### config.mk
export PLATFORM = sky130hd
export DESIGN_NAME = sha256_byte_stream_hash
export DESIGN_NICKNAME = d
export VERILOG_FILES = /design/src/rtl/shabs_pkg.sv /design/src/rtl/shabs_dp.sv /design/src/rtl/shabs_ctrl.sv /design/src/rtl/sha256_byte_stream_hash.sv
export SDC_FILE = /design/constraint.sdc
export NUM_CORES = 2
export LEC_CHECK = 0
export BUFFER_PORTS_ARGS = -buffer_cell sky130_fd_sc_hd__buf_2
export CORE_ASPECT_RATIO = 1.4
export CORE_MARGIN = 2
export CORE_UTILIZATION = 35
export DETAILED_ROUTE_END_ITERATION = 10
export GPL_TIMING_DRIVEN = 0
export SYNTH_ARGS = -nofsm -noshare
export SYNTH_HDL_FRONTEND = slang
export SYNTH_SLANG_ARGS = --single-unit
export TNS_END_PERCENT = 30
### constraint.sdc
create_clock -name clk -period 19.93 [get_ports clk]
set_clock_uncertainty 0.2 [all_clocks]
set_input_delay 4.9825 -clock clk [delete_from_list [all_inputs] [get_ports clk]]
set_output_delay 4.9825 -clock clk [all_outputs]
set_load 0.005 [all_outputs]
### src/rtl/shabs_pkg.sv
// Shared types, constants and round functions for the SHA-256 byte stream hash.
`default_nettype none
package shabs_pkg;

  // Byte positions inside a 64-byte block, last round index and pad byte value
  localparam logic [5:0] BlockLast = 6'd63;
  localparam logic [5:0] LenLast   = 6'd55;
  localparam logic [5:0] RoundLast = 6'd63;
  localparam logic [7:0] PadByte   = 8'h80;

  // Initial hash value, word 0 first
  localparam logic [31:0] InitHash [8] = '{
    32'h6a09e667, 32'hbb67ae85, 32'h3c6ef372, 32'ha54ff53a,
    32'h510e527f, 32'h9b05688c, 32'h1f83d9ab, 32'h5be0cd19
  };

  // Source of the byte shifted into the block buffer
  typedef enum logic [1:0] {
    SRC_DATA = 2'd0,
    SRC_PAD  = 2'd1,
    SRC_ZERO = 2'd2,
    SRC_LEN  = 2'd3
  } byte_src_t;

  // Controller to datapath commands
  typedef struct packed {
    logic      shift_byte;   // shift one byte into the block buffer
    byte_src_t byte_src;
    logic      add_block;    // bit count += 512
    logic      latch_len;    // capture total message length in bits
    logic      load_vars;    // working variables <= chaining value
    logic      round;        // run one compression round
    logic      fold;         // chaining value += working variables
    logic      restart;      // back to initial state for a new message
    logic      load_digest;  // copy digest into the output shifter
  } cmd_t;

  // Datapath to controller status
  typedef struct packed {
    logic [5:0] count;       // bytes in current block
    logic       round_last;  // round 63 in progress
    logic       out_busy;    // digest words still to be delivered
  } sts_t;

  // Round constants
  function automatic logic [31:0] round_k(input logic [5:0] idx);
    logic [31:0] k;
    case (idx)
      6'd0:  k = 32'h428a2f98;  6'd1:  k = 32'h71374491;
      6'd2:  k = 32'hb5c0fbcf;  6'd3:  k = 32'he9b5dba5;
      6'd4:  k = 32'h3956c25b;  6'd5:  k = 32'h59f111f1;
      6'd6:  k = 32'h923f82a4;  6'd7:  k = 32'hab1c5ed5;
      6'd8:  k = 32'hd807aa98;  6'd9:  k = 32'h12835b01;
      6'd10: k = 32'h243185be;  6'd11: k = 32'h550c7dc3;
      6'd12: k = 32'h72be5d74;  6'd13: k = 32'h80deb1fe;
      6'd14: k = 32'h9bdc06a7;  6'd15: k = 32'hc19bf174;
      6'd16: k = 32'he49b69c1;  6'd17: k = 32'hefbe4786;
      6'd18: k = 32'h0fc19dc6;  6'd19: k = 32'h240ca1cc;
      6'd20: k = 32'h2de92c6f;  6'd21: k = 32'h4a7484aa;
      6'd22: k = 32'h5cb0a9dc;  6'd23: k = 32'h76f988da;
      6'd24: k = 32'h983e5152;  6'd25: k = 32'ha831c66d;
      6'd26: k = 32'hb00327c8;  6'd27: k = 32'hbf597fc7;
      6'd28: k = 32'hc6e00bf3;  6'd29: k = 32'hd5a79147;
      6'd30: k = 32'h06ca6351;  6'd31: k = 32'h14292967;
      6'd32: k = 32'h27b70a85;  6'd33: k = 32'h2e1b2138;
      6'd34: k = 32'h4d2c6dfc;  6'd35: k = 32'h53380d13;
      6'd36: k = 32'h650a7354;  6'd37: k = 32'h766a0abb;
      6'd38: k = 32'h81c2c92e;  6'd39: k = 32'h92722c85;
      6'd40: k = 32'ha2bfe8a1;  6'd41: k = 32'ha81a664b;
      6'd42: k = 32'hc24b8b70;  6'd43: k = 32'hc76c51a3;
      6'd44: k = 32'hd192e819;  6'd45: k = 32'hd6990624;
      6'd46: k = 32'hf40e3585;  6'd47: k = 32'h106aa070;
      6'd48: k = 32'h19a4c116;  6'd49: k = 32'h1e376c08;
      6'd50: k = 32'h2748774c;  6'd51: k = 32'h34b0bcb5;
      6'd52: k = 32'h391c0cb3;  6'd53: k = 32'h4ed8aa4a;
      6'd54: k = 32'h5b9cca4f;  6'd55: k = 32'h682e6ff3;
      6'd56: k = 32'h748f82ee;  6'd57: k = 32'h78a5636f;
      6'd58: k = 32'h84c87814;  6'd59: k = 32'h8cc70208;
      6'd60: k = 32'h90befffa;  6'd61: k = 32'ha4506ceb;
      6'd62: k = 32'hbef9a3f7;  6'd63: k = 32'hc67178f2;
      default: k = 32'h0;
    endcase
    return k;
  endfunction

  // SHA-256 sigma functions
  function automatic logic [31:0] big_s0(input logic [31:0] x);
    return {x[1:0], x[31:2]} ^ {x[12:0], x[31:13]} ^ {x[21:0], x[31:22]};
  endfunction

  function automatic logic [31:0] big_s1(input logic [31:0] x);
    return {x[5:0], x[31:6]} ^ {x[10:0], x[31:11]} ^ {x[24:0], x[31:25]};
  endfunction

  function automatic logic [31:0] small_s0(input logic [31:0] x);
    return {x[6:0], x[31:7]} ^ {x[17:0], x[31:18]} ^ {3'b000, x[31:3]};
  endfunction

  function automatic logic [31:0] small_s1(input logic [31:0] x);
    return {x[16:0], x[31:17]} ^ {x[18:0], x[31:19]} ^ {10'b0, x[31:10]};
  endfunction

endpackage
`default_nettype wire

### src/rtl/shabs_dp.sv
// Datapath: block buffer, message schedule, round logic, chaining value, digest output.
`default_nettype none
module shabs_dp (
  input  wire logic            clk,
  input  wire logic            rst,
  input  wire shabs_pkg::cmd_t cmd,
  input  wire logic [7:0]      data_byte,
  output shabs_pkg::sts_t      sts,
  output logic                 m_tvalid,
  input  wire logic            m_tready,
  output logic [39:0]          m_tdata,  // [31:0] digest_word, [34:32] word_index
  output logic                 m_tlast
);
  import shabs_pkg::*;

  // Block buffer doubles as the 16-word schedule window; word 0 in the top bits
  logic [511:0] win;
  logic [5:0]   count;
  logic [63:0]  bits;
  logic [63:0]  len;
  logic [5:0]   rnd;
  logic [31:0]  chain [8];
  logic [31:0]  v [8];
  logic [31:0]  dig [8];
  logic [2:0]   out_idx;
  logic         out_busy;

  logic [7:0]  byte_in;
  logic [31:0] w_cur, w_new, t1, t2;

  // Byte source mux
  always_comb begin
    case (cmd.byte_src)
      SRC_DATA: byte_in = data_byte;
      SRC_PAD:  byte_in = PadByte;
      SRC_ZERO: byte_in = 8'h00;
      SRC_LEN:  byte_in = len[63:56];
      default:  byte_in = 8'h00;
    endcase
  end

  // Schedule: W[t+16] from the window taps
  assign w_cur = win[511:480];
  assign w_new = small_s1(win[63:32]) + win[223:192] + small_s0(win[479:448]) + w_cur;

  // Round function
  assign t1 = v[7] + big_s1(v[4]) + ((v[4] & v[5]) ^ (~v[4] & v[6])) + round_k(rnd) + w_cur;
  assign t2 = big_s0(v[0]) + ((v[0] & v[1]) ^ (v[0] & v[2]) ^ (v[1] & v[2]));

  // Block buffer / schedule window
  always_ff @(posedge clk) begin
    if (cmd.shift_byte) begin
      win <= {win[503:0], byte_in};
    end else if (cmd.round) begin
      win <= {win[479:0], w_new};
    end
  end

  // Length register: captured at finish, shifted out top byte first
  always_ff @(posedge clk) begin
    if (cmd.latch_len) begin
      len <= bits + {55'd0, count, 3'b000};
    end else if (cmd.shift_byte && cmd.byte_src == SRC_LEN) begin
      len <= {len[55:0], 8'h00};
    end
  end

  // Working variables
  always_ff @(posedge clk) begin
    if (cmd.load_vars) begin
      v <= chain;
    end else if (cmd.round) begin
      v[0] <= t1 + t2;
      v[1] <= v[0];
      v[2] <= v[1];
      v[3] <= v[2];
      v[4] <= v[3] + t1;
      v[5] <= v[4];
      v[6] <= v[5];
      v[7] <= v[6];
    end
  end

  // Byte count, bit count, round counter, chaining value
  always_ff @(posedge clk) begin
    if (rst || cmd.restart) begin
      count <= 6'd0;
      bits  <= 64'd0;
      rnd   <= 6'd0;
      chain <= InitHash;
    end else begin
      if (cmd.shift_byte) begin
        count <= count + 6'd1;
      end
      if (cmd.add_block) begin
        bits[63:9] <= bits[63:9] + 55'd1;
      end
      if (cmd.load_vars) begin
        rnd <= 6'd0;
      end else if (cmd.round) begin
        rnd <= rnd + 6'd1;
      end
      if (cmd.fold) begin
        for (int i = 0; i < 8; i++) begin
          chain[i] <= chain[i] + v[i];
        end
      end
    end
  end

  // Digest output shifter
  always_ff @(posedge clk) begin
    if (cmd.load_digest) begin
      dig <= chain;
    end else if (m_tvalid && m_tready) begin
      for (int i = 0; i < 7; i++) begin
        dig[i] <= dig[i + 1];
      end
    end
  end

  always_ff @(posedge clk) begin
    if (rst) begin
      out_busy <= 1'b0;
      out_idx  <= 3'd0;
    end else if (cmd.load_digest) begin
      out_busy <= 1'b1;
      out_idx  <= 3'd0;
    end else if (m_tvalid && m_tready) begin
      out_idx <= out_idx + 3'd1;
      if (out_idx == 3'd7) begin
        out_busy <= 1'b0;
      end
    end
  end

  assign m_tvalid = out_busy;
  assign m_tdata  = {5'b00000, out_idx, dig[0]};
  assign m_tlast  = (out_idx == 3'd7);

  assign sts.count      = count;
  assign sts.round_last = (rnd == RoundLast);
  assign sts.out_busy   = out_busy;

  // Final word delivered empties the output shifter
  a_out_drain: assert property (@(posedge clk) disable iff (rst)
    (m_tvalid && m_tready && m_tlast) |=> !m_tvalid)
    else $error("output still busy after last digest word");

  // A digest load starts at word 0
  a_out_load: assert property (@(posedge clk) disable iff (rst)
    cmd.load_digest |=> (m_tvalid && m_tdata[34:32] == 3'd0))
    else $error("digest load did not start at word 0");

endmodule
`default_nettype wire

### src/rtl/shabs_ctrl.sv
// Controller: sequences byte loads, padding, compression rounds and digest handoff.
`default_nettype none
module shabs_ctrl (
  input  wire logic            clk,
  input  wire logic            rst,
  input  wire logic            s_tvalid,
  output logic                 s_tready,
  input  wire logic            s_tuser,
  input  wire shabs_pkg::sts_t sts,
  output shabs_pkg::cmd_t      cmd
);
  import shabs_pkg::*;

  typedef enum logic [5:0] {
    ST_IDLE  = 6'b000001,
    ST_PAD   = 6'b000010,
    ST_LEN   = 6'b000100,
    ST_ROUND = 6'b001000,
    ST_FOLD  = 6'b010000,
    ST_WAIT  = 6'b100000
  } state_t;

  state_t state, state_next;
  state_t ret, ret_next;  // where to go after a compression

  // Next state and commands
  always_comb begin
    cmd        = '0;
    state_next = state;
    ret_next   = ret;
    unique case (state)
      ST_IDLE: begin
        if (s_tvalid) begin
          cmd.shift_byte = 1'b1;
          if (!s_tuser) begin
            cmd.byte_src = SRC_DATA;
            if (sts.count == BlockLast) begin
              cmd.add_block = 1'b1;
              cmd.load_vars = 1'b1;
              ret_next      = ST_IDLE;
              state_next    = ST_ROUND;
            end
          end else begin
            cmd.byte_src  = SRC_PAD;
            cmd.latch_len = 1'b1;
            if (sts.count == BlockLast) begin
              cmd.load_vars = 1'b1;
              ret_next      = ST_PAD;
              state_next    = ST_ROUND;
            end else if (sts.count == LenLast) begin
              state_next = ST_LEN;
            end else begin
              state_next = ST_PAD;
            end
          end
        end
      end
      ST_PAD: begin
        cmd.shift_byte = 1'b1;
        cmd.byte_src   = SRC_ZERO;
        if (sts.count == BlockLast) begin
          cmd.load_vars = 1'b1;
          ret_next      = ST_PAD;
          state_next    = ST_ROUND;
        end else if (sts.count == LenLast) begin
          state_next = ST_LEN;
        end
      end
      ST_LEN: begin
        cmd.shift_byte = 1'b1;
        cmd.byte_src   = SRC_LEN;
        if (sts.count == BlockLast) begin
          cmd.load_vars = 1'b1;
          ret_next      = ST_WAIT;
          state_next    = ST_ROUND;
        end
      end
      ST_ROUND: begin
        cmd.round = 1'b1;
        if (sts.round_last) begin
          state_next = ST_FOLD;
        end
      end
      ST_FOLD: begin
        cmd.fold   = 1'b1;
        state_next = ret;
      end
      ST_WAIT: begin
        if (!sts.out_busy) begin
          cmd.load_digest = 1'b1;
          cmd.restart     = 1'b1;
          state_next      = ST_IDLE;
        end
      end
      default: begin
        state_next = ST_IDLE;
      end
    endcase
  end

  always_ff @(posedge clk) begin
    if (rst) begin
      state <= ST_IDLE;
      ret   <= ST_IDLE;
    end else begin
      state <= state_next;
      ret   <= ret_next;
    end
  end

  assign s_tready = (state == ST_IDLE);

  // Last round always hands over to the fold step
  a_round_end: assert property (@(posedge clk) disable iff (rst)
    (state == ST_ROUND && sts.round_last) |=> state == ST_FOLD)
    else $error("compression did not end in fold");

  // Every compression starts from byte count zero
  a_round_start: assert property (@(posedge clk) disable iff (rst)
    cmd.load_vars |=> (state == ST_ROUND && sts.count == 6'd0))
    else $error("compression started on a partial block");

  // Wait holds while the previous digest still drains
  a_wait_exit: assert property (@(posedge clk) disable iff (rst)
    (state == ST_WAIT && sts.out_busy) |=> state == ST_WAIT)
    else $error("left wait state while output busy");

endmodule
`default_nettype wire

### src/rtl/sha256_byte_stream_hash.sv
// Top level: SHA-256 over a byte stream, controller plus datapath.
// Input: one data byte per cycle while s_tready is high; the 64th byte of a block
//   also starts its compression: the round steps, then the fold step.
// Finish: one padding or length byte per cycle up to the block end, a compression per
//   block (one or two), a digest load, then 8 digest words, one per cycle with m_tready.
// Next message bytes are taken while the digest drains; its finish waits for the drain.
// Reset (rst, synchronous, active high) restores the initial hash value and clears counts.
`default_nettype none
module sha256_byte_stream_hash (
  input  wire logic        clk,
  input  wire logic        rst,
  input  wire logic        s_tvalid,
  output logic             s_tready,
  input  wire logic [7:0]  s_tdata,   // [7:0] data_byte
  input  wire logic        s_tuser,   // [0] kind: 0 data byte, 1 finish
  output logic             m_tvalid,
  input  wire logic        m_tready,
  output logic [39:0]      m_tdata,   // [31:0] digest_word, [34:32] word_index, rest zero
  output logic             m_tlast    // last digest word
);
  import shabs_pkg::*;

  cmd_t cmd;
  sts_t sts;

  shabs_ctrl u_ctrl (
    .clk      (clk),
    .rst      (rst),
    .s_tvalid (s_tvalid),
    .s_tready (s_tready),
    .s_tuser  (s_tuser),
    .sts      (sts),
    .cmd      (cmd)
  );

  shabs_dp u_dp (
    .clk       (clk),
    .rst       (rst),
    .cmd       (cmd),
    .data_byte (s_tdata),
    .sts       (sts),
    .m_tvalid  (m_tvalid),
    .m_tready  (m_tready),
    .m_tdata   (m_tdata),
    .m_tlast   (m_tlast)
  );

endmodule
`default_nettype wire
==> out/qor.txt <==
==========================================================================================
Run status .................................................................. complete, but fails checks
Violations in the final reports ............................................. max-capacitance violations, max-slew violations
Async S/R FF share, synth ...................................................           0%
Remaining max-slew budget at the tightest pin ...............................       -6.27%
Kind of critical path .......................................................       in2reg
CP top delay family ......................................................... buffers and inverters
Period utilisation layout ...................................................        51.8%
Pin count of the biggest net entering global routing ........................           74
Number of H-tree levels .....................................................            4
Post-Synthesis Mean Instance Area ...........................................     9.46 um2
Total power consumption of the routed design ................................     0.0114 W
Wire length reported by the detailed router .................................    337000 um
Unrepaired setup endpoints after global routing .............................        false
Clock tree from TritonCTS ...................................................        built
Sequential group share of total power .......................................        34.7%
Antenna violations before repair ............................................           15
Number of failing hold endpoints at the final stage .........................            0
Crit-path max FO ............................................................           15
Worst-skew pair later-pin latency ...........................................      0.85 ns
Most used flip-flop cell after synthesis .................................... sky130_fd_sc_hd__edfxtp_1
Post-cts repair resize count ................................................            0
Hold Crit Start ............................................................. u_ctrl.ret[5]
Internal cell power .........................................................    0.00712 W
Count of clock tree sinks ...................................................         1456
Fraction of the yosys area taken by sequential cells ........................        46.4%
Commonest non-fill, non-tap cell in the layout .............................. sky130_fd_sc_hd__nand2_1
Sort of element at the end of the critical path .............................    flip-flop
Global placement routability congestion .....................................         1.02
Gate count of the mapped netlist ............................................         9124
Global-route wire length before repair ......................................    479000 um
Std cell rows ...............................................................          215
Top library cells by usage in the layout, fill and taps aside ............... sky130_fd_sc_hd__nand2_1 (2721), sky130_fd_sc_hd__edfxtp_1 (1085), sky130_fd_sc_hd__a21oi_1 (516)
Fraction of the mapped netlist area in simple logic gates ...................        17.4%
Clock power share ...........................................................        26.5%
Post-layout instance area ...................................................   0.0966 mm2
CP Launch Type ..............................................................   input port
Launching point of the worst reg2reg path ...................................  u_dp.v[108]
Die area ....................................................................    0.251 mm2
Time the worst path needs with I/O delays and setup .........................     10.33 ns
Global router's overall resource usage ......................................        26.2%
Port bufs ...................................................................           49
Iteration-0 DRC count of the detailed router ................................         7034
Slowest cell on the critical path ........................................... sky130_fd_sc_hd__a32oi_2
Share of synthesized cell area in full adder, half adder and majority cells .        10.5%
Detailed-placement wirelength estimate ......................................    260000 um
DR WL/cell ..................................................................      26.4 um
Number of max-slew violations in the final report ...........................           44
Launching instance or port of the critical path .............................     s_tvalid
Data required time at the worst endpoint ....................................     20.35 ns
Number of flops mapped to enable cells by yosys .............................         1085
P&R area growth vs syn ......................................................        11.9%
Cell-by-cell listing of the critical path ................................... buf_2 > a32oi_2 > nor2_4 > nor2_1 > buf_2 > nand2_1 > buf_1 > ha_1 > clkbuf_1 > clkbuf_1 > o22ai_1 > a221oi_1 > o21ai_1 > o31ai_1
Placed inst area ............................................................   0.0915 mm2
Setup Buffers After CTS .....................................................            0
Worst slew pin tran .........................................................      1.59 ns
Crit-path max cell delay ....................................................      0.81 ns
Count of pins on the block boundary .........................................           56
Total negative setup slack ..................................................         0 ns
Fin nets ....................................................................         9971
Layout cells sized above 1 ..................................................        7.08%
Number of flip-flops and latches in the synthesized netlist .................         1456
Synth Area in Compound Gates ................................................        11.9%
Post-synthesis instance area ................................................   0.0863 mm2
Synth warn ..................................................................            0
Number of CTS-inserted buffers ..............................................          158
Hold Path Class .............................................................      reg2reg
Floorplan Core Area .........................................................    0.245 mm2
Sw Ratio ....................................................................        37.6%
Power per standard cell area ................................................   118 mW/mm2
Count of TritonRoute iterations in the first routing pass ...................            7
Number of unique standard cell types used by synthesis ......................          107
Die Wd ......................................................................       424 um
Critical Path AT ............................................................     10.75 ns
Initial cell density of the core ............................................        35.2%
Routed via count divided by cell count ......................................         5.50
CTS Buffer Depth ............................................................            4
Comb pwr share ..............................................................        38.8%
Post-route DRC violation count ..............................................            0
Total leakage power .........................................................      38.8 nW
Share of synthesized area spent on multiplexers .............................        3.42%
Clock root cell ............................................................. sky130_fd_sc_hd__clkbuf_16
Combinational family with the most area after synthesis ..................... simple AND/OR/NAND/NOR gates
Largest voltage drop on the vdd net .........................................   0.000170 V
Total global routing overflow ...............................................            0
Antenna violation net count after detailed routing ..........................            0
Chip height .................................................................       592 um
Buf/Inv on CP ...............................................................            5
Total net switching power ...................................................    0.00430 W
Number of global-route vias before repair ...................................        69900
Number of failing setup endpoints in the final timing report ................            0
Detailed-route via count ....................................................        70100
Share of the synthesized netlist area taken by xor and xnor gates ...........        6.38%
Clock transition at path regs ...............................................      0.06 ns
Total of max-cap violations .................................................            5
Share of the core filled with cells in the final layout .....................        39.4%
Fmax ........................................................................   0.0968 GHz
CTS Hold Bufs ...............................................................            0
==========================================================================================
[worst reg2reg max path: cells and delay by family, from the launching register on]
kind | cells | cell delay [ns]
simple gates | 7 | 1.02
xor+xnor | 4 | 1.51
flops | 1 | 0.36
compound gates | 11 | 3.45
fa+ha+maj | 6 | 2.50
buf+inv | 3 | 0.78
[routing by layer]
layer  track usage, %  vias to the layer above  wire (um)
met5                0                        -         46
met4             19.4                        8      29700
met3             3.71                     1062      21400
met2             45.5                     3074     164000
met1             29.1                    34100     122000
li1                 -                    31900          -
[stage by stage]
| stage | instances | setup slack, ns | hold WS [ns] |
|---|---|---|---|
| floorplan | 9128 | 1.85 | 0.236 |
| global placement | 12400 | -9.41 | 0.251 |
| detailed placement | 12500 | 8.97 | 0.253 |
| CTS | 12700 | 9.81 | 0.262 |
| global route | 12700 | 9.57 | 0.292 |
| finish | 12700 | 9.60 | 0.263 |
[path summary, 6_finish.rpt]
path                     end  slack (ns)  depth (start not counted)
min reg2reg  u_ctrl.state[5]        0.26                          2
max reg2reg      u_dp.v[126]        9.80                         31
min          u_ctrl.state[5]        0.26                          2
max                flip-flop        9.60                         14
[registers in the layout, indices dropped and copies added (netlist names), named ones only]
signal / cells
u_dp.win: 512
u_dp.chain: 256
u_dp.v: 256
u_dp.dig: 224
u_dp.len: 61
u_dp.bits: 55
u_dp.m_tdata: 32
u_ctrl.ret: 6
u_ctrl.state: 6
u_dp.count: 6
u_dp.rnd: 6
u_dp.out_idx: 3
u_dp.m_tvalid: 1
[power groups by stage]
stage | Clock (W) | Combinational (W) | Sequential [W]
after floorplan | 0 | 0.00300 | 0.00401
after global placement | 0 | 0.00425 | 0.00415
after detailed placement | 0 | 0.00430 | 0.00402
after CTS | 0.00307 | 0.00435 | 0.00396
after global routing | 0.00317 | 0.00482 | 0.00398
final | 0.00303 | 0.00443 | 0.00396
[synthesized netlist by cell type (43+ instances only)]
cell,instances,area (um2)
sky130_fd_sc_hd__a211oi_1,64,480
sky130_fd_sc_hd__a21o_1,160,1200
sky130_fd_sc_hd__a21oi_1,516,2580
sky130_fd_sc_hd__a31oi_1,56,350
sky130_fd_sc_hd__and3_1,49,307
sky130_fd_sc_hd__clkbuf_1,437,1640
sky130_fd_sc_hd__dfxtp_1,371,7430
sky130_fd_sc_hd__edfxtp_1,1085,32600
sky130_fd_sc_hd__fa_1,195,3900
sky130_fd_sc_hd__ha_1,393,4920
sky130_fd_sc_hd__inv_1,336,1260
sky130_fd_sc_hd__mux2_2,226,2540
sky130_fd_sc_hd__nand2_1,2723,10200
sky130_fd_sc_hd__nand2b_1,70,438
sky130_fd_sc_hd__nand3_1,112,561
sky130_fd_sc_hd__nor2_1,390,1460
sky130_fd_sc_hd__nor3_1,76,380
sky130_fd_sc_hd__o211ai_1,114,856
sky130_fd_sc_hd__o21a_1,43,323
sky130_fd_sc_hd__o21ai_0,345,1730
sky130_fd_sc_hd__o21ai_1,56,280
sky130_fd_sc_hd__xnor2_1,406,3560
sky130_fd_sc_hd__xor2_1,216,1890
[kinds of logic after synthesis]
group / after synthesis
compound gates: 1645
xor+xnor: 624
fa+ha+maj: 610
buf+inv: 874
flops: 1456
mux: 267
other cells: 1
simple gates: 3647
[layout make-up]
class                      count  area [um2]
fill                       24100      148000
sequential                  1456       40000
multi-input combinational   6798       42900
timing repair buffer          82        1000
buffer                       532        2210
antenna                        5        12.5
clock inverter                69         757
clock buffer                 210        4340
tap                         3255        4070
inverter                     342        1280
Note: power is estimated with default switching activity, not from simulation.
